**src/rtl/stl_pkg.sv**
```systemverilog
// Shared types and constants for the script token lexer.
// Token kind and error codes, keyword table, token and bundle records.
// No dependencies.
package stl_pkg;

    localparam int PREFIX_CHARS_DEF = 6;
    localparam int QUEUE_DEPTH_DEF  = 4;
    localparam int TOKENS_MAX       = 3;

    // token kinds
    localparam logic [5:0] K_LEFT_PAREN    = 6'd0;
    localparam logic [5:0] K_RIGHT_PAREN   = 6'd1;
    localparam logic [5:0] K_LEFT_BRACE    = 6'd2;
    localparam logic [5:0] K_RIGHT_BRACE   = 6'd3;
    localparam logic [5:0] K_COMMA         = 6'd4;
    localparam logic [5:0] K_DOT           = 6'd5;
    localparam logic [5:0] K_MINUS         = 6'd6;
    localparam logic [5:0] K_PLUS          = 6'd7;
    localparam logic [5:0] K_SEMICOLON     = 6'd8;
    localparam logic [5:0] K_SLASH         = 6'd9;
    localparam logic [5:0] K_STAR          = 6'd10;
    localparam logic [5:0] K_BANG          = 6'd11;
    localparam logic [5:0] K_EQUAL         = 6'd13;
    localparam logic [5:0] K_GREATER       = 6'd15;
    localparam logic [5:0] K_LESS          = 6'd17;
    localparam logic [5:0] K_IDENTIFIER    = 6'd19;
    localparam logic [5:0] K_STRING        = 6'd20;
    localparam logic [5:0] K_NUMBER        = 6'd21;
    localparam logic [5:0] K_FIRST_KEYWORD = 6'd22;
    localparam logic [5:0] K_ERROR         = 6'd38;
    localparam logic [5:0] K_END_OF_FILE   = 6'd39;

    // error codes
    localparam logic [1:0] ERR_NONE       = 2'd0;
    localparam logic [1:0] ERR_UNTERM     = 2'd1;
    localparam logic [1:0] ERR_UNEXPECTED = 2'd2;

    // reserved words, first character in the lowest byte, zero padded
    localparam int KEYWORDS = 16;
    localparam logic [63:0] KW_TABLE [KEYWORDS] = '{
        64'h0000_0000_0064_6e61, // and
        64'h0000_0073_7361_6c63, // class
        64'h0000_0000_6573_6c65, // else
        64'h0000_0065_736c_6166, // false
        64'h0000_0000_0072_6f66, // for
        64'h0000_0000_006e_7566, // fun
        64'h0000_0000_0000_6669, // if
        64'h0000_0000_006c_696e, // nil
        64'h0000_0000_0000_726f, // or
        64'h0000_0074_6e69_7270, // print
        64'h0000_6e72_7574_6572, // return
        64'h0000_0072_6570_7573, // super
        64'h0000_0000_7369_6874, // this
        64'h0000_0000_6575_7274, // true
        64'h0000_0000_0072_6176, // var
        64'h0000_0065_6c69_6877  // while
    };

    typedef struct packed {
        logic [5:0]  kind;
        logic [1:0]  err;
        logic [31:0] start;
        logic [15:0] len;
    } token_t;

    // all tokens caused by one input beat
    typedef struct packed {
        logic [1:0]                   count;
        logic [15:0]                  line;
        token_t [TOKENS_MAX-1:0]      tok;
    } bundle_t;

endpackage

```
**src/rtl/script_token_lexer.sv**
```systemverilog
// Top level of the script token lexer: scanner, bundle queue, issue stage.
// Depends on stl_pkg, stl_front, stl_queue, stl_back.
//
//  channel  dir  tdata                     tuser               tlast
//  s_       in   [7:0] text_byte           -                   end_of_text
//  m_       out  [31:0] token_start,       [5:0] token_kind,   last_of_run
//                [47:32] token_length,     [7:6] error_kind
//                [63:48] line_number
//
// One source beat is accepted per cycle while the bundle queue has room.
// Each beat yields zero to three tokens; the issue stage sends one token per
// cycle while m_tready is high, so the output rate is set by the token count, one beat each.
// A token passes through the bundle queue and the issue stage bundle register before it shows on m_.
// aresetn is synchronous and active low; it clears lexer state and queue.
// m_tready low fills the queue and then drops s_tready.
module script_token_lexer
    import stl_pkg::*;
#(
    parameter int PREFIX_CHARS = PREFIX_CHARS_DEF,
    parameter int QUEUE_DEPTH  = QUEUE_DEPTH_DEF
) (
    input  logic        aclk,
    input  logic        aresetn,
    input  logic        s_tvalid,
    output logic        s_tready,
    input  logic [7:0]  s_tdata,  // [7:0] text_byte
    input  logic        s_tlast,
    output logic        m_tvalid,
    input  logic        m_tready,
    output logic [63:0] m_tdata,  // [31:0] token_start, [47:32] token_length, [63:48] line_number
    output logic [7:0]  m_tuser,  // [5:0] token_kind, [7:6] error_kind
    output logic        m_tlast
);

    logic    push, q_full, pop, head_valid;
    bundle_t push_bundle, head_bundle;

    stl_front #(
        .PREFIX_CHARS(PREFIX_CHARS)
    ) u_front (
        .aclk       (aclk),
        .aresetn    (aresetn),
        .in_valid   (s_tvalid),
        .in_ready   (s_tready),
        .in_byte    (s_tdata),
        .in_end     (s_tlast),
        .q_full     (q_full),
        .push       (push),
        .push_bundle(push_bundle)
    );

    stl_queue #(
        .QUEUE_DEPTH(QUEUE_DEPTH)
    ) u_queue (
        .aclk       (aclk),
        .aresetn    (aresetn),
        .push       (push),
        .push_bundle(push_bundle),
        .full       (q_full),
        .pop        (pop),
        .head_valid (head_valid),
        .head_bundle(head_bundle)
    );

    stl_back u_back (
        .aclk       (aclk),
        .aresetn    (aresetn),
        .head_valid (head_valid),
        .head_bundle(head_bundle),
        .pop        (pop),
        .out_valid  (m_tvalid),
        .out_ready  (m_tready),
        .out_user   (m_tuser),
        .out_data   (m_tdata),
        .out_last   (m_tlast)
    );

endmodule

```
**src/rtl/stl_front.sv**
```systemverilog
// Scanner front end: accepts source beats, tracks lexer state, and builds
// the bundle of tokens that each beat completes. Depends on stl_pkg.
module stl_front
    import stl_pkg::*;
#(
    parameter int PREFIX_CHARS = PREFIX_CHARS_DEF
) (
    input  logic       aclk,
    input  logic       aresetn,
    input  logic       in_valid,
    output logic       in_ready,
    input  logic [7:0] in_byte,
    input  logic       in_end,
    input  logic       q_full,
    output logic       push,
    output bundle_t    push_bundle
);

    localparam int PW = 8 * PREFIX_CHARS;

    localparam logic [7:0] CH_TAB     = 8'h09;
    localparam logic [7:0] CH_LF      = 8'h0a;
    localparam logic [7:0] CH_CR      = 8'h0d;
    localparam logic [7:0] CH_SPACE   = 8'h20;
    localparam logic [7:0] CH_BANG    = 8'h21;
    localparam logic [7:0] CH_QUOTE   = 8'h22;
    localparam logic [7:0] CH_LPAREN  = 8'h28;
    localparam logic [7:0] CH_RPAREN  = 8'h29;
    localparam logic [7:0] CH_STAR    = 8'h2a;
    localparam logic [7:0] CH_PLUS    = 8'h2b;
    localparam logic [7:0] CH_COMMA   = 8'h2c;
    localparam logic [7:0] CH_MINUS   = 8'h2d;
    localparam logic [7:0] CH_DOT     = 8'h2e;
    localparam logic [7:0] CH_SLASH   = 8'h2f;
    localparam logic [7:0] CH_SEMI    = 8'h3b;
    localparam logic [7:0] CH_LESS    = 8'h3c;
    localparam logic [7:0] CH_EQUAL   = 8'h3d;
    localparam logic [7:0] CH_GREATER = 8'h3e;
    localparam logic [7:0] CH_LBRACE  = 8'h7b;
    localparam logic [7:0] CH_RBRACE  = 8'h7d;

    typedef enum logic [3:0] {
        M_IDLE    = 4'd0,
        M_INT     = 4'd1,
        M_DOT     = 4'd2,
        M_FRAC    = 4'd3,
        M_IDENT   = 4'd4,
        M_STRING  = 4'd5,
        M_OP      = 4'd6,
        M_SLASH   = 4'd7,
        M_COMMENT = 4'd8
    } mode_t;

    function automatic logic is_digit(input logic [7:0] ch);
        return ch >= 8'h30 && ch <= 8'h39;
    endfunction

    function automatic logic is_alpha(input logic [7:0] ch);
        return (ch >= 8'h61 && ch <= 8'h7a) || (ch >= 8'h41 && ch <= 8'h5a) || ch == 8'h5f;
    endfunction

    function automatic logic [5:0] op_kind(input logic [7:0] ch);
        logic [5:0] k;
        case (ch)
            CH_EQUAL:   k = K_EQUAL;
            CH_GREATER: k = K_GREATER;
            CH_LESS:    k = K_LESS;
            default:    k = K_BANG;
        endcase
        return k;
    endfunction

    function automatic logic [5:0] word_kind(input logic [PW-1:0] pre, input logic [15:0] cnt);
        logic [5:0] k;
        k = K_IDENTIFIER;
        for (int w = KEYWORDS - 1; w >= 0; w--) begin
            if (pre == KW_TABLE[w][PW-1:0]) k = K_FIRST_KEYWORD + 6'(w);
        end
        if (cnt > 16'(PREFIX_CHARS)) k = K_IDENTIFIER;
        return k;
    endfunction

    function automatic logic [15:0] sat_inc16(input logic [15:0] v);
        return (v == 16'hffff) ? v : v + 16'd1;
    endfunction

    mode_t         mode_reg, mode_next;
    logic [31:0]   begin_reg, begin_next;
    logic [15:0]   count_reg, count_next;
    logic [31:0]   offset_reg, offset_next;
    logic [15:0]   line_reg, line_next;
    logic [PW-1:0] prefix_reg, prefix_next;
    logic [7:0]    pend_reg, pend_next;

    logic [7:0]  c;
    logic [31:0] pos;
    logic        accept;

    // start of a new token from the idle mode
    mode_t         id_mode;
    logic [15:0]   id_count;
    logic [PW-1:0] id_prefix;
    logic          id_emit;
    logic          id_line;
    logic          id_pend;
    token_t        id_tok;

    // tokens held in the current mode
    logic [1:0] fl_n;
    token_t     fl0, fl1;

    logic                    restart;
    logic [1:0]              n;
    token_t [TOKENS_MAX-1:0] tok;

    assign c        = in_byte;
    assign pos      = offset_reg;
    assign in_ready = !q_full;
    assign accept   = in_valid && in_ready;

    always_comb begin
        id_mode   = M_IDLE;
        id_count  = 16'd1;
        id_prefix = '0;
        id_emit   = 1'b0;
        id_line   = 1'b0;
        id_pend   = 1'b0;
        id_tok    = '{K_ERROR, ERR_NONE, pos, 16'd1};
        if (is_digit(c)) begin
            id_mode = M_INT;
        end else if (is_alpha(c)) begin
            id_mode   = M_IDENT;
            id_prefix = PW'(c);
        end else begin
            unique case (c) inside
                CH_SPACE, CH_CR, CH_TAB: id_count = 16'd0;
                CH_LF: begin
                    id_count = 16'd0;
                    id_line  = 1'b1;
                end
                CH_LPAREN: begin id_emit = 1'b1; id_tok.kind = K_LEFT_PAREN;  end
                CH_RPAREN: begin id_emit = 1'b1; id_tok.kind = K_RIGHT_PAREN; end
                CH_LBRACE: begin id_emit = 1'b1; id_tok.kind = K_LEFT_BRACE;  end
                CH_RBRACE: begin id_emit = 1'b1; id_tok.kind = K_RIGHT_BRACE; end
                CH_COMMA:  begin id_emit = 1'b1; id_tok.kind = K_COMMA;       end
                CH_DOT:    begin id_emit = 1'b1; id_tok.kind = K_DOT;         end
                CH_MINUS:  begin id_emit = 1'b1; id_tok.kind = K_MINUS;       end
                CH_PLUS:   begin id_emit = 1'b1; id_tok.kind = K_PLUS;        end
                CH_SEMI:   begin id_emit = 1'b1; id_tok.kind = K_SEMICOLON;   end
                CH_STAR:   begin id_emit = 1'b1; id_tok.kind = K_STAR;        end
                CH_SLASH:  id_mode = M_SLASH;
                CH_BANG, CH_EQUAL, CH_LESS, CH_GREATER: begin
                    id_mode = M_OP;
                    id_pend = 1'b1;
                end
                CH_QUOTE:  id_mode = M_STRING;
                default: begin
                    id_emit    = 1'b1;
                    id_tok.err = ERR_UNEXPECTED;
                end
            endcase
        end
    end

    always_comb begin
        fl_n = 2'd0;
        fl0  = '0;
        fl1  = '0;
        unique case (mode_reg)
            M_INT, M_FRAC: begin
                fl_n = 2'd1;
                fl0  = '{K_NUMBER, ERR_NONE, begin_reg, count_reg};
            end
            M_DOT: begin
                fl_n = 2'd2;
                fl0  = '{K_NUMBER, ERR_NONE, begin_reg, count_reg};
                fl1  = '{K_DOT, ERR_NONE, pos - 32'd1, 16'd1};
            end
            M_IDENT: begin
                fl_n = 2'd1;
                fl0  = '{word_kind(prefix_reg, count_reg), ERR_NONE, begin_reg, count_reg};
            end
            M_OP: begin
                fl_n = 2'd1;
                fl0  = '{op_kind(pend_reg), ERR_NONE, begin_reg, 16'd1};
            end
            M_SLASH: begin
                fl_n = 2'd1;
                fl0  = '{K_SLASH, ERR_NONE, begin_reg, 16'd1};
            end
            M_STRING: begin
                fl_n = 2'd1;
                fl0  = '{K_ERROR, ERR_UNTERM, begin_reg, count_reg};
            end
            default: ;
        endcase
    end

    always_comb begin
        mode_next   = mode_reg;
        begin_next  = begin_reg;
        count_next  = count_reg;
        offset_next = offset_reg;
        line_next   = line_reg;
        prefix_next = prefix_reg;
        pend_next   = pend_reg;
        restart     = 1'b0;
        n           = 2'd0;
        tok         = '0;
        tok[0]      = fl0;
        tok[1]      = fl1;

        if (in_end) begin
            case (fl_n)
                2'd0:    tok[0] = '{K_END_OF_FILE, ERR_NONE, pos, 16'd0};
                2'd1:    tok[1] = '{K_END_OF_FILE, ERR_NONE, pos, 16'd0};
                default: tok[2] = '{K_END_OF_FILE, ERR_NONE, pos, 16'd0};
            endcase
            n           = fl_n + 2'd1;
            mode_next   = M_IDLE;
            count_next  = 16'd0;
            prefix_next = '0;
        end else begin
            if (offset_reg != 32'hffff_ffff) offset_next = offset_reg + 32'd1;
            unique case (mode_reg)
                M_INT: begin
                    if (is_digit(c)) count_next = sat_inc16(count_reg);
                    else if (c == CH_DOT) mode_next = M_DOT;
                    else restart = 1'b1;
                end
                M_DOT: begin
                    if (is_digit(c)) begin
                        count_next = (count_reg >= 16'hfffe) ? 16'hffff : count_reg + 16'd2;
                        mode_next  = M_FRAC;
                    end else begin
                        restart = 1'b1;
                    end
                end
                M_FRAC: begin
                    if (is_digit(c)) count_next = sat_inc16(count_reg);
                    else restart = 1'b1;
                end
                M_IDENT: begin
                    if (is_alpha(c) || is_digit(c)) begin
                        for (int i = 0; i < PREFIX_CHARS; i++) begin
                            if (count_reg == 16'(i)) prefix_next[8*i +: 8] = c;
                        end
                        count_next = sat_inc16(count_reg);
                    end else begin
                        restart = 1'b1;
                    end
                end
                M_STRING: begin
                    count_next = sat_inc16(count_reg);
                    if (c == CH_LF) line_next = sat_inc16(line_reg);
                    if (c == CH_QUOTE) begin
                        n         = 2'd1;
                        tok[0]    = '{K_STRING, ERR_NONE, begin_reg, sat_inc16(count_reg)};
                        mode_next = M_IDLE;
                    end
                end
                M_OP: begin
                    if (c == CH_EQUAL) begin
                        n         = 2'd1;
                        tok[0]    = '{op_kind(pend_reg) + 6'd1, ERR_NONE, begin_reg, 16'd2};
                        mode_next = M_IDLE;
                    end else begin
                        restart = 1'b1;
                    end
                end
                M_SLASH: begin
                    if (c == CH_SLASH) mode_next = M_COMMENT;
                    else restart = 1'b1;
                end
                M_COMMENT: begin
                    // nothing held, so a restart emits only what the newline does
                    if (c == CH_LF) restart = 1'b1;
                end
                default: restart = 1'b1;
            endcase

            if (restart) begin
                mode_next   = id_mode;
                begin_next  = pos;
                count_next  = id_count;
                prefix_next = id_prefix;
                if (id_line) line_next = sat_inc16(line_reg);
                if (id_pend) pend_next = c;
                if (id_emit) begin
                    case (fl_n)
                        2'd0:    tok[0] = id_tok;
                        2'd1:    tok[1] = id_tok;
                        default: tok[2] = id_tok;
                    endcase
                end
                n = fl_n + {1'b0, id_emit};
            end
        end
    end

    assign push              = accept && (n != 2'd0);
    assign push_bundle.count = n;
    assign push_bundle.line  = line_reg;
    assign push_bundle.tok   = tok;

    always_ff @(posedge aclk) begin
        if (!aresetn) begin
            mode_reg   <= M_IDLE;
            begin_reg  <= '0;
            count_reg  <= '0;
            offset_reg <= '0;
            line_reg   <= 16'd1;
            prefix_reg <= '0;
            pend_reg   <= '0;
        end else if (accept) begin
            mode_reg   <= mode_next;
            begin_reg  <= begin_next;
            count_reg  <= count_next;
            offset_reg <= offset_next;
            line_reg   <= line_next;
            prefix_reg <= prefix_next;
            pend_reg   <= pend_next;
        end
    end

endmodule

```
**src/rtl/stl_queue.sv**
```systemverilog
// Bundle queue between scanner and token issue stage.
// Small register FIFO of token bundles. Depends on stl_pkg.
module stl_queue
    import stl_pkg::*;
#(
    parameter int QUEUE_DEPTH = QUEUE_DEPTH_DEF
) (
    input  logic    aclk,
    input  logic    aresetn,
    input  logic    push,
    input  bundle_t push_bundle,
    output logic    full,
    input  logic    pop,
    output logic    head_valid,
    output bundle_t head_bundle
);

    localparam int AW = (QUEUE_DEPTH > 1) ? $clog2(QUEUE_DEPTH) : 1;
    localparam int CW = $clog2(QUEUE_DEPTH + 1);

    bundle_t       store [QUEUE_DEPTH];
    logic [AW-1:0] wr_ptr_reg, rd_ptr_reg;
    logic [CW-1:0] fill_reg;

    function automatic logic [AW-1:0] ptr_inc(input logic [AW-1:0] p);
        return (p == AW'(QUEUE_DEPTH - 1)) ? '0 : p + AW'(1);
    endfunction

    assign full        = fill_reg == CW'(QUEUE_DEPTH);
    assign head_valid  = fill_reg != '0;
    assign head_bundle = store[rd_ptr_reg];

    always_ff @(posedge aclk) begin
        if (push) store[wr_ptr_reg] <= push_bundle;
    end

    always_ff @(posedge aclk) begin
        if (!aresetn) begin
            wr_ptr_reg <= '0;
            rd_ptr_reg <= '0;
            fill_reg   <= '0;
        end else begin
            if (push) wr_ptr_reg <= ptr_inc(wr_ptr_reg);
            if (pop)  rd_ptr_reg <= ptr_inc(rd_ptr_reg);
            case ({push, pop})
                2'b10:   fill_reg <= fill_reg + CW'(1);
                2'b01:   fill_reg <= fill_reg - CW'(1);
                default: ;
            endcase
        end
    end

endmodule

```
**src/rtl/stl_back.sv**
```systemverilog
// Token issue stage: holds one bundle and sends its tokens one beat each.
// Depends on stl_pkg.
module stl_back
    import stl_pkg::*;
(
    input  logic        aclk,
    input  logic        aresetn,
    input  logic        head_valid,
    input  bundle_t     head_bundle,
    output logic        pop,
    output logic        out_valid,
    input  logic        out_ready,
    output logic [7:0]  out_user,
    output logic [63:0] out_data,
    output logic        out_last
);

    bundle_t    bundle_reg;
    logic [1:0] idx_reg;
    logic       busy_reg;
    token_t     cur;
    logic       last;

    assign cur       = bundle_reg.tok[idx_reg];
    assign last      = idx_reg == (bundle_reg.count - 2'd1);
    assign pop       = head_valid && (!busy_reg || (out_ready && last));
    assign out_valid = busy_reg;
    assign out_last  = last;
    assign out_user  = {cur.err, cur.kind};
    assign out_data  = {bundle_reg.line, cur.len, cur.start};

    always_ff @(posedge aclk) begin
        if (pop) bundle_reg <= head_bundle;
    end

    always_ff @(posedge aclk) begin
        if (!aresetn) begin
            busy_reg <= 1'b0;
            idx_reg  <= '0;
        end else if (pop) begin
            busy_reg <= 1'b1;
            idx_reg  <= '0;
        end else if (busy_reg && out_ready) begin
            if (last) busy_reg <= 1'b0;
            else idx_reg <= idx_reg + 2'd1;
        end
    end

endmodule

```
**config.mk**
```make
export PLATFORM = sky130hd
export DESIGN_NAME = script_token_lexer
export DESIGN_NICKNAME = d
export VERILOG_FILES = /design/src/rtl/stl_pkg.sv /design/src/rtl/script_token_lexer.sv /design/src/rtl/stl_front.sv /design/src/rtl/stl_queue.sv /design/src/rtl/stl_back.sv
export SDC_FILE = /design/constraint.sdc
export NUM_CORES = 1
export LEC_CHECK = 0
export BUFFER_PORTS_ARGS = -buffer_cell sky130_fd_sc_hd__clkbuf_2
export CAP_MARGIN = 20
export CORE_ASPECT_RATIO = 0.5
export CORE_MARGIN = 2
export CORE_UTILIZATION = 40
export CTS_CLUSTER_SIZE = 20
export DETAILED_ROUTE_END_ITERATION = 16
export GPL_TIMING_DRIVEN = 0
export SYNTH_ARGS = -nofsm -noshare
export SYNTH_HDL_FRONTEND = slang
export SYNTH_SLANG_ARGS = --single-unit
```
**constraint.sdc**
```tcl
create_clock -name aclk -period 13.5 [get_ports aclk]
set_input_delay 0.675 -clock aclk [delete_from_list [all_inputs] [get_ports aclk]]
set_output_delay 0.675 -clock aclk [all_outputs]
set_load 0.01 [all_outputs]
```
# After elaboration in Yosys (flattened, before gate mapping)
# Memories as Yosys holds them, arrays and structs flattened. A register that Yosys moved wholly into a read port is not among the register bits.
# Index checks and enable logic that the tools add are counted.
[classes]
reduce_logical = 55
bitwise = 3
magnitude_cmp = 9
n_eq_ne = 71
addsub = 14
muxes = 112
[ops]
columns = ["op", "count"]
rows = [
  ["$mux W168", 3],
  ["$mux W56", 9],
  ["$pmux W56 S5", 1],
  ["$eq A48 B23 Y1 const B", 5],
  ["$eq A48 B39 Y1 const B", 5],
  ["$mux W16", 14],
  ["$mux W48", 4],
  ["$eq A48 B31 Y1 const B", 3],
  ["$eq A8 B6 Y1 const B", 18],
  ["$mux W6", 20],
  ["$bmux W56 S2", 1],
  ["$pmux W56 S2", 1],
  ["$eq A48 B15 Y1 const B", 2],
  ["$mux W8", 10],
  ["$pmux W16 S4", 1],
  ["$pmux W6 S10", 1],
  ["$mux W53", 1],
  ["$eq A48 B47 Y1 const B", 1],
  ["$mux W4", 9],
  ["$add A16 B1 Y16 const B", 2],
  ["$add A32 B1 Y32 const B", 1],
  ["$eq A16 B16 Y1 const B", 2],
  ["$eq A16 B2 Y1 const B", 2],
  ["$eq A16 B3 Y1 const B", 2],
  ["other kinds (60)", 146],
]
[word_totals]
out_inout_bits = 75
regBits = 166
mem_bits_rw = 744
inputBits = 13
mem_count = 1
[mem_list]
columns = ["memory", "depth", "width", "rd", "rd_ports_with_merged_regs", "write_ports", "line", "text"]
rows = [
  ["u_queue.store", 4, 186, 1, 1, 1, "stl_queue.sv:21", "bundle_t store [QUEUE_DEPTH];"],
]

# Logic depth before layout (Yosys ltp)
# Gate-level depths: netlist of run 1.
[logic_depth]
depth_word = 25
depth_mapped = 18

# Hierarchy
# A second synthesis of run 1 with hierarchy kept.
[unflattened]
hier_cells = 3056
area_unflattened_um2 = 46168.0
[by_module_without_submodules]
columns = ["mod", "cells_each", "n_inst", "area_per_inst_um2", "seq_area_each_um2"]
rows = [
  ["stl_queue", 1015, 1, 27297.4, 22521.6],
  ["stl_front", 1624, 1, 11712.5, 3123.0],
  ["stl_back", 417, 1, 7158.1, 5645.4],
]

# Worst setup path before layout of run 1
# OpenSTA, ideal clock, no wires.
[synth_path]
kind = "reg-to-reg"
start = "register u_back.idx_reg[1]"
end = "register u_queue.fill_reg[2]"
synth_period_minus_slack_ns = 10.882
n_path_buf = 1
required_ns = 13.430
t_arrival_ns = 10.812
setup_slack_ns = 2.618
stages_incl_launch_ff = 13
path_cell_list = "dfxtp_1 > clkbuf_1 > xnor2_1 > nand2_1 > o22ai_1 > nand2_1 > a21oi_1 > ha_1 > inv_1 > fa_1 > xor2_1 > or3_1 > a21oi_1"
[synth_via]
elab_chain_cells = 6
word_cells_on_any_way = 8
[synth_rtl]
columns = ["item", "line", "text"]
rows = [
  ["start, declared", "stl_back.sv:19", "logic [1:0] idx_reg;"],
  ["start signal, assigned", "stl_back.sv:45", "else idx_reg <= idx_reg + 2'd1;"],
  ["$eq A2 B2 Y1 (*)", "stl_back.sv:25", "assign last = idx_reg == (bundle_reg.count - 2'd1);"],
  ["via m_tlast", "script_token_lexer.sv:32", "output logic m_tlast"],
  ["$logic_and A1 B1 Y1 (*)", "stl_back.sv:26", "assign pop = head_valid && (!busy_reg || (out_ready && last));"],
  ["$logic_or A1 B1 Y1 (*)", "stl_back.sv:26", ""],
  ["$logic_and A1 B1 Y1 (*)", "stl_back.sv:26", ""],
  ["via pop", "script_token_lexer.sv:35", "logic push, q_full, pop, head_valid;"],
  ["$eq A2 B1 Y1 or $eq A2 B2 Y1 (tied branches)", "stl_queue.sv:45", "case ({push, pop})"],
  ["$pmux W3 S2 or $reduce_bool A2 Y1 (tied branches)", "--", ""],
  ["end signal, assigned", "stl_queue.sv:46", "2'b10: fill_reg <= fill_reg + CW'(1);"],
  ["end signal, assigned", "stl_queue.sv:47", "2'b01: fill_reg <= fill_reg - CW'(1);"],
  ["end, declared", "stl_queue.sv:23", "logic [CW-1:0] fill_reg;"],
]
# Mark *: on every way through the listed nets, which the timed path passes. The rest lies on a longest branch.
# A chain may end at the register's enable or synchronous reset.

==> flow_results.org, run 1 <==
** Synth
- In this run, distinct cell masters in the synthesized netlist total 96.
- Async set or reset register ratio after synthesis :: 0%
- Top FF cell, synth :: sky130_fd_sc_hd__edfxtp_1
- Post-Syn Nets :: roughly 2800
- A synthesized cell averages 14.07 sq um.
- Synthesized instance count :: 2801
- Seq/Total Area, Yosys :: 66.36%
- Area of the mapped netlist :: slightly below 40000 sq um
- Yosys warning total :: 0
- In this run, synthesis produced a sequential element count of 926.
- Yosys mapped a number of flops with a built-in enable equal to between 700 and 800.

** Final layout
- Fraction of final layout cells with drive strength greater than 1 :: 16.48%
- Finished layout cell area :: 45360 sq um
- In the final design database the tool counted 3060 nets.
- Leaving out fill and tap cells, the most frequent cell in the layout is sky130_fd_sc_hd__edfxtp_1.
- Leading cell types in the layout, fill and taps excluded :: sky130_fd_sc_hd__edfxtp_1, sky130_fd_sc_hd__nand2_1, sky130_fd_sc_hd__nor2_1
- Summing all flip-flop and latch instances after layout gives 26150 sq um.
- Cells fill around 46% of the core in the end.
- Relative to the synthesized area, the layout overhead comes to 15.13%.
- Number of fillers in the final layout :: 8550
- Multi-input gate area in the final layout :: 12210 sq um
- The register with the most flip-flops in the layout has 608 of them.

** CTS
- CTS placed an instance of sky130_fd_sc_hd__clkbuf_16 at the clock tree root.
- Post-CTS repair changed the size of 0 cells.
- Clock buffer count from CTS :: 84
- The clock drives between 900 and 1000 sinks.
- The number of hold buffers added after CTS was 0.
- CTS tree :: built
- The clock passes through at most 3 buffers.
- Maximum level of the CTS H-tree :: 3
- Clock latency at the later pin of the worst-skew pair :: 680 ps
- After clock tree synthesis, the setup repair step added 0 buffers.
- Clk pin slew, worst setup/hold paths :: 60 ps

** Die
- After floorplanning, the core was sized to cover 97700 sq um.
- The die covers 101200 sq um.
- Chip height :: 225.9 microns
- Effective utilization at floorplan :: 40.33%
- In this run the count of I/O pins placed on the die edge is 88.
- Row generation in the floorplan step produced 81 rows.
- The die is 447.9 microns wide.

** GRT
- The number of global-route vias before repair is 24510.
- Remaining Overflow, GRT :: 0
- Overall fraction of global-route tracks in use :: 20.44%
- The initial antenna violation count was 2.
- The first global-routing pass estimated 155200 microns of wire.
- Maximum number of pins on one net before global-route repair :: 28

** Routing
- Vias per inst :: 5.625
- The detailed router finished its first iteration with 2192 violations.
- Total number of vias :: 24900
- First drt pass iteration count :: 6
- In the routed design, unresolved DRC markers number 0.
- The detail route stage leaves a number of antenna-violating nets equal to 0.
- After detailed routing, the average wire length per cell comes to 23.34 microns.
- Total Wirelength :: 103300 microns

** Worst setup path
- Nature of the critical path startpoint :: flop
- The worst setup path is captured at a flop.
- Critical Setup Path Class :: reg2reg
- Data on the critical path is required at its endpoint by 13880 ps.
- Max FO, Critical Path :: 25
- Data arrival time of the critical path :: between 6000 and 7000 ps

** Placed design
- Summing all placed instances gives a cell area of 42430 sq um.
- Port bufs :: 84
- Post-DP HPWL :: around 72000 microns
- Weighted congestion reported at the end of routability-driven placement :: 0.9227

** Timing
- Summed over all failing endpoints, the final setup total negative slack is 0 ps.
- Max transition margin :: 21.40%
- Setup repair after global routing missed its margin :: no
- Min Clock Period, post-route :: roughly 5800 ps
- On the final layout, the worst clock skew is about 31 ps.
- For the pin with the worst max-slew slack, the measured transition is approximately 1200 ps.
- The count of final hold-check violations was 0.
- Final Slew Violations :: 0
- Derived from the worst setup path, the maximum achievable clock frequency is 171.9 MHz.
- Post-route clock period utilization :: 43.09%
- Setup violations remaining at the end of the flow were counted as 0.

** Power and ir drop
- VDD IR-drop max :: 0.1277 mV
- Power spread over the standard cell area amounts to approximately 180 nW/um^2.
- Summed over all cells, the static leakage comes to around 15 nW.
- Total chip power :: 8.154 mW

** Flow run
- Max-cap violations in this run came to 0.

** Worst hold path
- The tightest min-delay check is of the in2reg type.

** Status
- The flow ran to the end, and the final reports show no timing, DRC or antenna violations.
==> critical path: stages (launching register included) <==
cell	delay [ps]
sky130_fd_sc_hd__dfxtp_1	340
sky130_fd_sc_hd__clkbuf_1	370
sky130_fd_sc_hd__nor2b_1	130
sky130_fd_sc_hd__and2_1	220
sky130_fd_sc_hd__clkbuf_1	330
sky130_fd_sc_hd__inv_1	150
sky130_fd_sc_hd__clkbuf_1	700
sky130_fd_sc_hd__ha_1	390
sky130_fd_sc_hd__nor2_1	80
sky130_fd_sc_hd__ha_1	210
sky130_fd_sc_hd__xnor2_1	120
sky130_fd_sc_hd__o31ai_1	530
sky130_fd_sc_hd__o21ai_1	280
sky130_fd_sc_hd__buf_4	270
sky130_fd_sc_hd__nor2_4	470
sky130_fd_sc_hd__buf_12	270
sky130_fd_sc_hd__buf_16	190
sky130_fd_sc_hd__buf_12	220
sky130_fd_sc_hd__buf_16	190
==> report_power, final <==
part	total, mW	switching [mW]	internal (mW)
combinational	1.88	1.11	0.773
sequential	3.83	0.117	3.71
clock	2.45	1.08	1.37
==> layer usage <==
| layer | track usage (%) | vias to the layer above | wire length, microns |
|---|---|---|---|
| li1 | - | 11240 | - |
| met4 | 4.844 | 0 | 2084 |
| met3 | 4.165 | 141 | 6125 |
| met5 | 0 | - | 0 |
| met1 | 28.11 | 12790 | 45800 |
| met2 | 33.40 | 735 | 49330 |
==> cell usage after synthesis (10+ instances only) <==
cell	number	area [sq um]
sky130_fd_sc_hd__clkbuf_1	117	439.2
sky130_fd_sc_hd__buf_2	14	70.07
sky130_fd_sc_hd__nor2_1	206	773.2
sky130_fd_sc_hd__mux4_2	152	3423
sky130_fd_sc_hd__o21ai_0	189	945.9
sky130_fd_sc_hd__a22o_1	10	87.58
sky130_fd_sc_hd__edfxtp_1	760	22820
sky130_fd_sc_hd__and3_1	23	143.9
sky130_fd_sc_hd__nand2b_1	21	131.4
sky130_fd_sc_hd__xnor2_1	32	280.3
sky130_fd_sc_hd__a31oi_1	16	100.1
sky130_fd_sc_hd__a211oi_1	11	82.58
sky130_fd_sc_hd__o31ai_1	18	135.1
sky130_fd_sc_hd__buf_4	23	172.7
sky130_fd_sc_hd__buf_1	28	105.1
sky130_fd_sc_hd__nor4bb_1	12	120.1
sky130_fd_sc_hd__nor3_1	62	310.3
sky130_fd_sc_hd__xor2_1	15	131.4
sky130_fd_sc_hd__mux2i_1	76	760.7
sky130_fd_sc_hd__nand3_1	126	630.6
sky130_fd_sc_hd__nand4_1	37	231.5
sky130_fd_sc_hd__a21oi_1	80	400.4
sky130_fd_sc_hd__o22ai_1	12	75.07
sky130_fd_sc_hd__and2_1	50	312.8
sky130_fd_sc_hd__a21o_1	12	90.09
sky130_fd_sc_hd__nand2_1	208	780.8
sky130_fd_sc_hd__inv_1	50	187.7
sky130_fd_sc_hd__nor4_1	37	231.5
sky130_fd_sc_hd__nor2b_1	18	112.6
sky130_fd_sc_hd__or3_1	24	150.1
sky130_fd_sc_hd__dfxtp_1	166	3323
sky130_fd_sc_hd__ha_1	20	250.2
==> worst paths after layout <==
| check | depth (start not counted) | end | startpoint | slack [ps] |
|---|---|---|---|---|
| max | 18 | u_queue.store[2][145] | u_front.mode_reg[0] | 7680 |
| min | 3 | u_front.prefix_reg[6] | s_tdata[6] | 360 |
| max reg2reg | 18 | u_queue.store[2][145] | u_front.mode_reg[0] | 7680 |
| min reg2reg | 2 | u_front.pend_reg[5] | u_front.pend_reg[5] | 450 |
==> cell type report <==
| class | instances | area share (%) |
|---|---|---|
| Timing Repair Buffer | 139 | 3.158 |
| Clock inverter | 50 | 1.255 |
| Clock buffer | 105 | 4.943 |
| Antenna cell | 4 | 0.02207 |
| Sequential cell | 926 | 57.63 |
| Inverter | 51 | 0.4220 |
| Tap cell | 1328 | 3.663 |
| Multi-Input combinational cell | 1632 | 26.91 |
| Buffer | 192 | 1.989 |
==> cells by family after synthesis <==
group	share of synthesized area, %
buf+inv	2.775
xor+xnor	1.045
fa+ha+maj	0.6859
simple gates	11.76
mux	10.65
compound gates	6.732
flops	66.36
==> metrics by stage <==
stage	hold slack [ps]	worst slack, ps	cells
after floorplan	417.4	2618	2801
after global placement	426.2	-4145	4213
after detailed placement	442.4	7452	4259
after CTS	330.8	7736	4414
after global routing	361.5	7390	4424
final	364.8	7683	4427
(Power assumes the default switching activity.)
==> run 2, diff against run 1 <==
--- a/config.mk
+++ b/config.mk
@@ -5,6 +5,7 @@
 export SDC_FILE = /design/constraint.sdc
 export NUM_CORES = 1
 export LEC_CHECK = 0
+export ABC_AREA = 1
 export BUFFER_PORTS_ARGS = -buffer_cell sky130_fd_sc_hd__clkbuf_2
 export CAP_MARGIN = 20
 export CORE_ASPECT_RATIO = 0.5
==> constraint.sdc (replaced) <==
create_clock -name aclk -period 4.91 [get_ports aclk]
set_input_delay 0.2455 -clock aclk [delete_from_list [all_inputs] [get_ports aclk]]
set_output_delay 0.2455 -clock aclk [all_outputs]
set_load 0.01 [all_outputs]
==> flow_results.org, run 2 <==
** CTS
- Clock-pin slew was measured on the worst setup and hold paths at 60 ps.
- Number of buffers inserted to repair setup after CTS :: 0
- The clock reaches the later pin of the worst-skew pair after 700 ps.
- CTS sink count :: ~900
- The H-tree was split into 3 levels.
- The root buffer cell chosen for the clock tree is sky130_fd_sc_hd__clkbuf_16.
- CTS tree :: built
- Number of gates given a new drive strength after cts :: 0
- Clock buffer count from CTS :: 86
- In this run the deepest clock path goes through 3 buffers.

** Worst hold path
- The startpoint identified for the worst hold timing path is s_tdata[1].
- Hold-critical path endpoint :: u_front.pend_reg[1]
- The min-delay analysis places its worst path in the category in2reg.
- Count of cells along the worst hold path :: 3

** Die
- Standard cell core area :: a little over 100000 sq um
- In this run the count of I/O pins placed on the die edge is 88.
- Die Footprint :: 105900 sq um
- Once the floorplan was initialized, standard cells occupied 40.32% of the core.
- Die width :: between 400 and 500 microns
- The floorplan has 83 rows.
- Chip height :: 231.2 microns

** GRT
- The total overflow left after global routing is 0.
- Maximum number of pins on one net before global-route repair :: 34
- Vias in the first global route :: 30220
- The initial antenna violation count was 8.
- First-pass GRT wire length :: 193400 microns
- Global routing used 24.29% of the available tracks.

** Worst setup path
- The largest single stage delay on the critical path is 500 ps.
- For the worst setup path, the data arrival time is 5060 ps.
- The kind of cell with the highest combined delay along the critical path is buffers and inverters.
- The critical path contains buffers and inverters numbering 9 combined.
- Nature of the critical path startpoint :: flop
- Worst path cell trace :: inv_1, nor2_1, nand2_1, clkbuf_2, buf_4, ha_1, clkbuf_2, nor2_1, ha_1, xnor2_1, nand3_1, nand2_1, inv_1, nand2_2, nand2_4, nor2_4, buf_16, buf_12, buf_12, buf_12
- For the worst setup path, the data required time is 5300 ps.
- Slack of the worst reg-to-reg path :: 240 ps
- Max FO, Critical Path :: 25
- Length in cells of the worst reg-to-reg path :: 20
- By startpoint and endpoint, the worst setup path is classified as reg2reg.
- In this run the critical register-to-register path is launched from u_front.mode_reg[1].
- Worst reg2reg path endpoint :: u_queue.store[3][87]
- In this design, the critical path's most frequently occurring cell is sky130_fd_sc_hd__buf_12.
- CP max-delay cell :: sky130_fd_sc_hd__nor2_4
- STA classifies the critical path endpoint as a flop.

** Placed design
- The placed instances occupy a cell area of 44200 sq um.
- Worst-case setup slack after placement :: 307.0 ps
- Post-DP HPWL :: roughly 94000 microns
- Routability-driven placement finished with a final weighted congestion of around 0.95.
- Once placement completed, the tool counted placed cells totaling 5609.
- During placement, the flow inserted port buffers numbering 85.

** Synth
- Sorting the synthesized cells by area gives the leading types as sky130_fd_sc_hd__edfxtp_1, sky130_fd_sc_hd__dfxtp_1, sky130_fd_sc_hd__nor2_1.
- Seq/Total Area, Yosys :: 63.33%
- sky130_fd_sc_hd__edfxtp_1 takes more of the synthesized area than any other cell.
- Commonest cells in the netlist :: sky130_fd_sc_hd__nor2_1, sky130_fd_sc_hd__edfxtp_1, sky130_fd_sc_hd__o21ai_0, sky130_fd_sc_hd__nand2_1, sky130_fd_sc_hd__inv_1
- The synthesized design contains 760 enable-type register cells.
- The number of different library cells used by synthesis comes to 46.
- Synthesis inferred 926 register bits.
- Synthesized instance count :: 4129
- The cell area that synthesis handed to floorplanning was approximately 41000 sq um.
- Synth Area per Inst :: between 9 and 10 sq um
- Of all flip-flops after synthesis, the portion carrying an async set or reset was 0%.
- Yosys warning total :: 0
- Of the post-synthesis cell area, the dominant cell type holds 55.28%.
- Post-Syn Nets :: between 4000 and 5000
- The most used flip-flop cell after synthesis is sky130_fd_sc_hd__edfxtp_1.
- Most instantiated library cell after synthesis :: sky130_fd_sc_hd__nor2_1

** Final layout
- Of the cells placed in the final design, the portion with a size suffix greater than 1 is 8.093%.
- Finished layout cell area :: 47110 sq um
- Final net count :: approximately 4400
- Area growth syn-to-layout :: 14.12%
- Most frequent standard cell in the layout excluding fill and tap cells :: sky130_fd_sc_hd__nor2_1
- Summing all multi-input logic gate instances after layout gives roughly 13000 sq um.
- Leading cell types in the layout, fill and taps excluded :: sky130_fd_sc_hd__nor2_1, sky130_fd_sc_hd__edfxtp_1, sky130_fd_sc_hd__o21ai_0
- Area of all sequential standard cells :: 26150 sq um
- The register with the most flip-flops in the layout has 608 of them.
- Number of fillers in the final layout :: 9530
- Final cell count without fillers :: 5775
- Cells fill between 40% and 50% of the core in the end.

** Routing
- Per-cell routed wire length :: roughly 23 microns
- Total Wirelength :: 131400 microns
- Detailed router's first-iteration violation count :: 3864
- After detailed routing, the number of remaining DRC violations is 0.
- Once detail routing completed, the nets flagged for antenna violations numbered 0.
- After detailed routing, the number of vias per cell comes to 5.565.
- Across all layers, the routed design uses 32140 vias.
- The first TritonRoute pass finished after 6 iterations.

** Timing
- Setup violations remaining at the end of the flow were counted as 0.
- Final hold violations :: 0
- Final hold analysis gives a worst-case slack of 78.23 ps.
- On the final layout, the worst clock skew is 30.91 ps.
- The worst pin sits at a relative slew slack of 17.47%.
- Based on the critical path, the design can be clocked at up to approximately 210 MHz.
- In the final timing run, aggregate negative setup slack is 0 ps.
- PnR worst setup slack :: ~240 ps
- Actual slew at the worst max-slew pin :: 1238 ps
- Setup repair after global routing missed its margin :: no
- The final max-slew violation count came to 0.
- Post-route clock period utilization :: 95.09%
- Subtracting the final worst setup slack from the clock period gives about 4700 ps.

** Status
- The run finished with clean final reports.

** Power and ir drop
- VDD IR-drop max :: between 0.3 and 0.4 mV
- For this design the static power due to leakage is 16.38 nW.
- Total chip power :: 26.91 mW
- Dividing total power by cell area gives a power density of 571.2 nW/um^2.

** Flow run
- Across the run, the number of max-cap violations was 0.
-- run 2: cell count changes after synthesis, sizes merged, moves of 38 or more --
cell	change
a21oi	+112
and2	-49
clkbuf	+67
inv	+223
mux2i	-76
mux4	-152
nand2	+279
nand3	+38
nor2	+582
o211ai	+39
o21ai	+329
o22ai	+148
xor2	+40
-- run 2: cell type report --
class	count	share of cell area (%)
diodes	4	0.02125
plain buffers	244	2.279
clock buffers	112	4.998
clock inverters	47	1.086
inverters	288	2.295
multi-input cells	2671	27.67
flip-flops and latches	926	55.50
well taps	1360	3.612
repair buffers	123	2.542
-- run 2: tightest hold or removal path, stage by stage --
cell and delay [ps]:
sky130_fd_sc_hd__clkbuf_2 190, sky130_fd_sc_hd__o21ai_0 210, sky130_fd_sc_hd__a21oi_1 50
-- run 2: kinds of logic after synthesis --
family          Yosys count  synth area share, %
flops                   926                63.33
compound gates         1009                13.66
xor+xnor                 58                1.231
simple gates           1583                15.92
fa+ha+maj                21               0.6547
buf+inv                 532                5.204
-- run 2: how the worst max path moves through the flow --
stage	endpoint	start	slack, ps	cells past startpoint
2_1_floorplan	u_queue.store[0][0]	u_front.mode_reg[1]	3	16
3_3_place_gp	u_queue.fill_reg[2]	u_back.idx_reg[0]	-2970	16
3_5_place_dp	u_queue.store[3][137]	u_front.mode_reg[1]	310	20
4_1_cts	u_queue.store[3][88]	u_front.mode_reg[1]	300	20
5_1_grt	u_queue.store[3][87]	u_front.mode_reg[2]	3	21
6_report	u_queue.store[3][87]	u_front.mode_reg[1]	240	20
-- run 2: timing repair --
action | in CTS | in global routing
setup endpoints to repair | 0 | 0
hold buffers | 3 | 0
endpoints found under the hold margin | 6 | 0
-- run 2: power breakdown --
group          switching [mW]  leakage [nW]  internal, mW
logic                    6.09          6.56          2.36
clock network            3.07          1.38          3.84
registers               0.571          8.44          11.0
-- run 2: layer usage --
metal / wire, microns / track usage [%] / vias to the layer above / part of all wire [%]
li1: - / - / 14940 / -
met1: 58820 / 34.40 / 15720 / 45
met2: 59030 / 38.07 / 1294 / 45
met3: 10320 / 4.527 / 173 / 7.9
met4: 3185 / 7.199 / 8 / 2.4
met5: 56 / 0 / - / 0.043
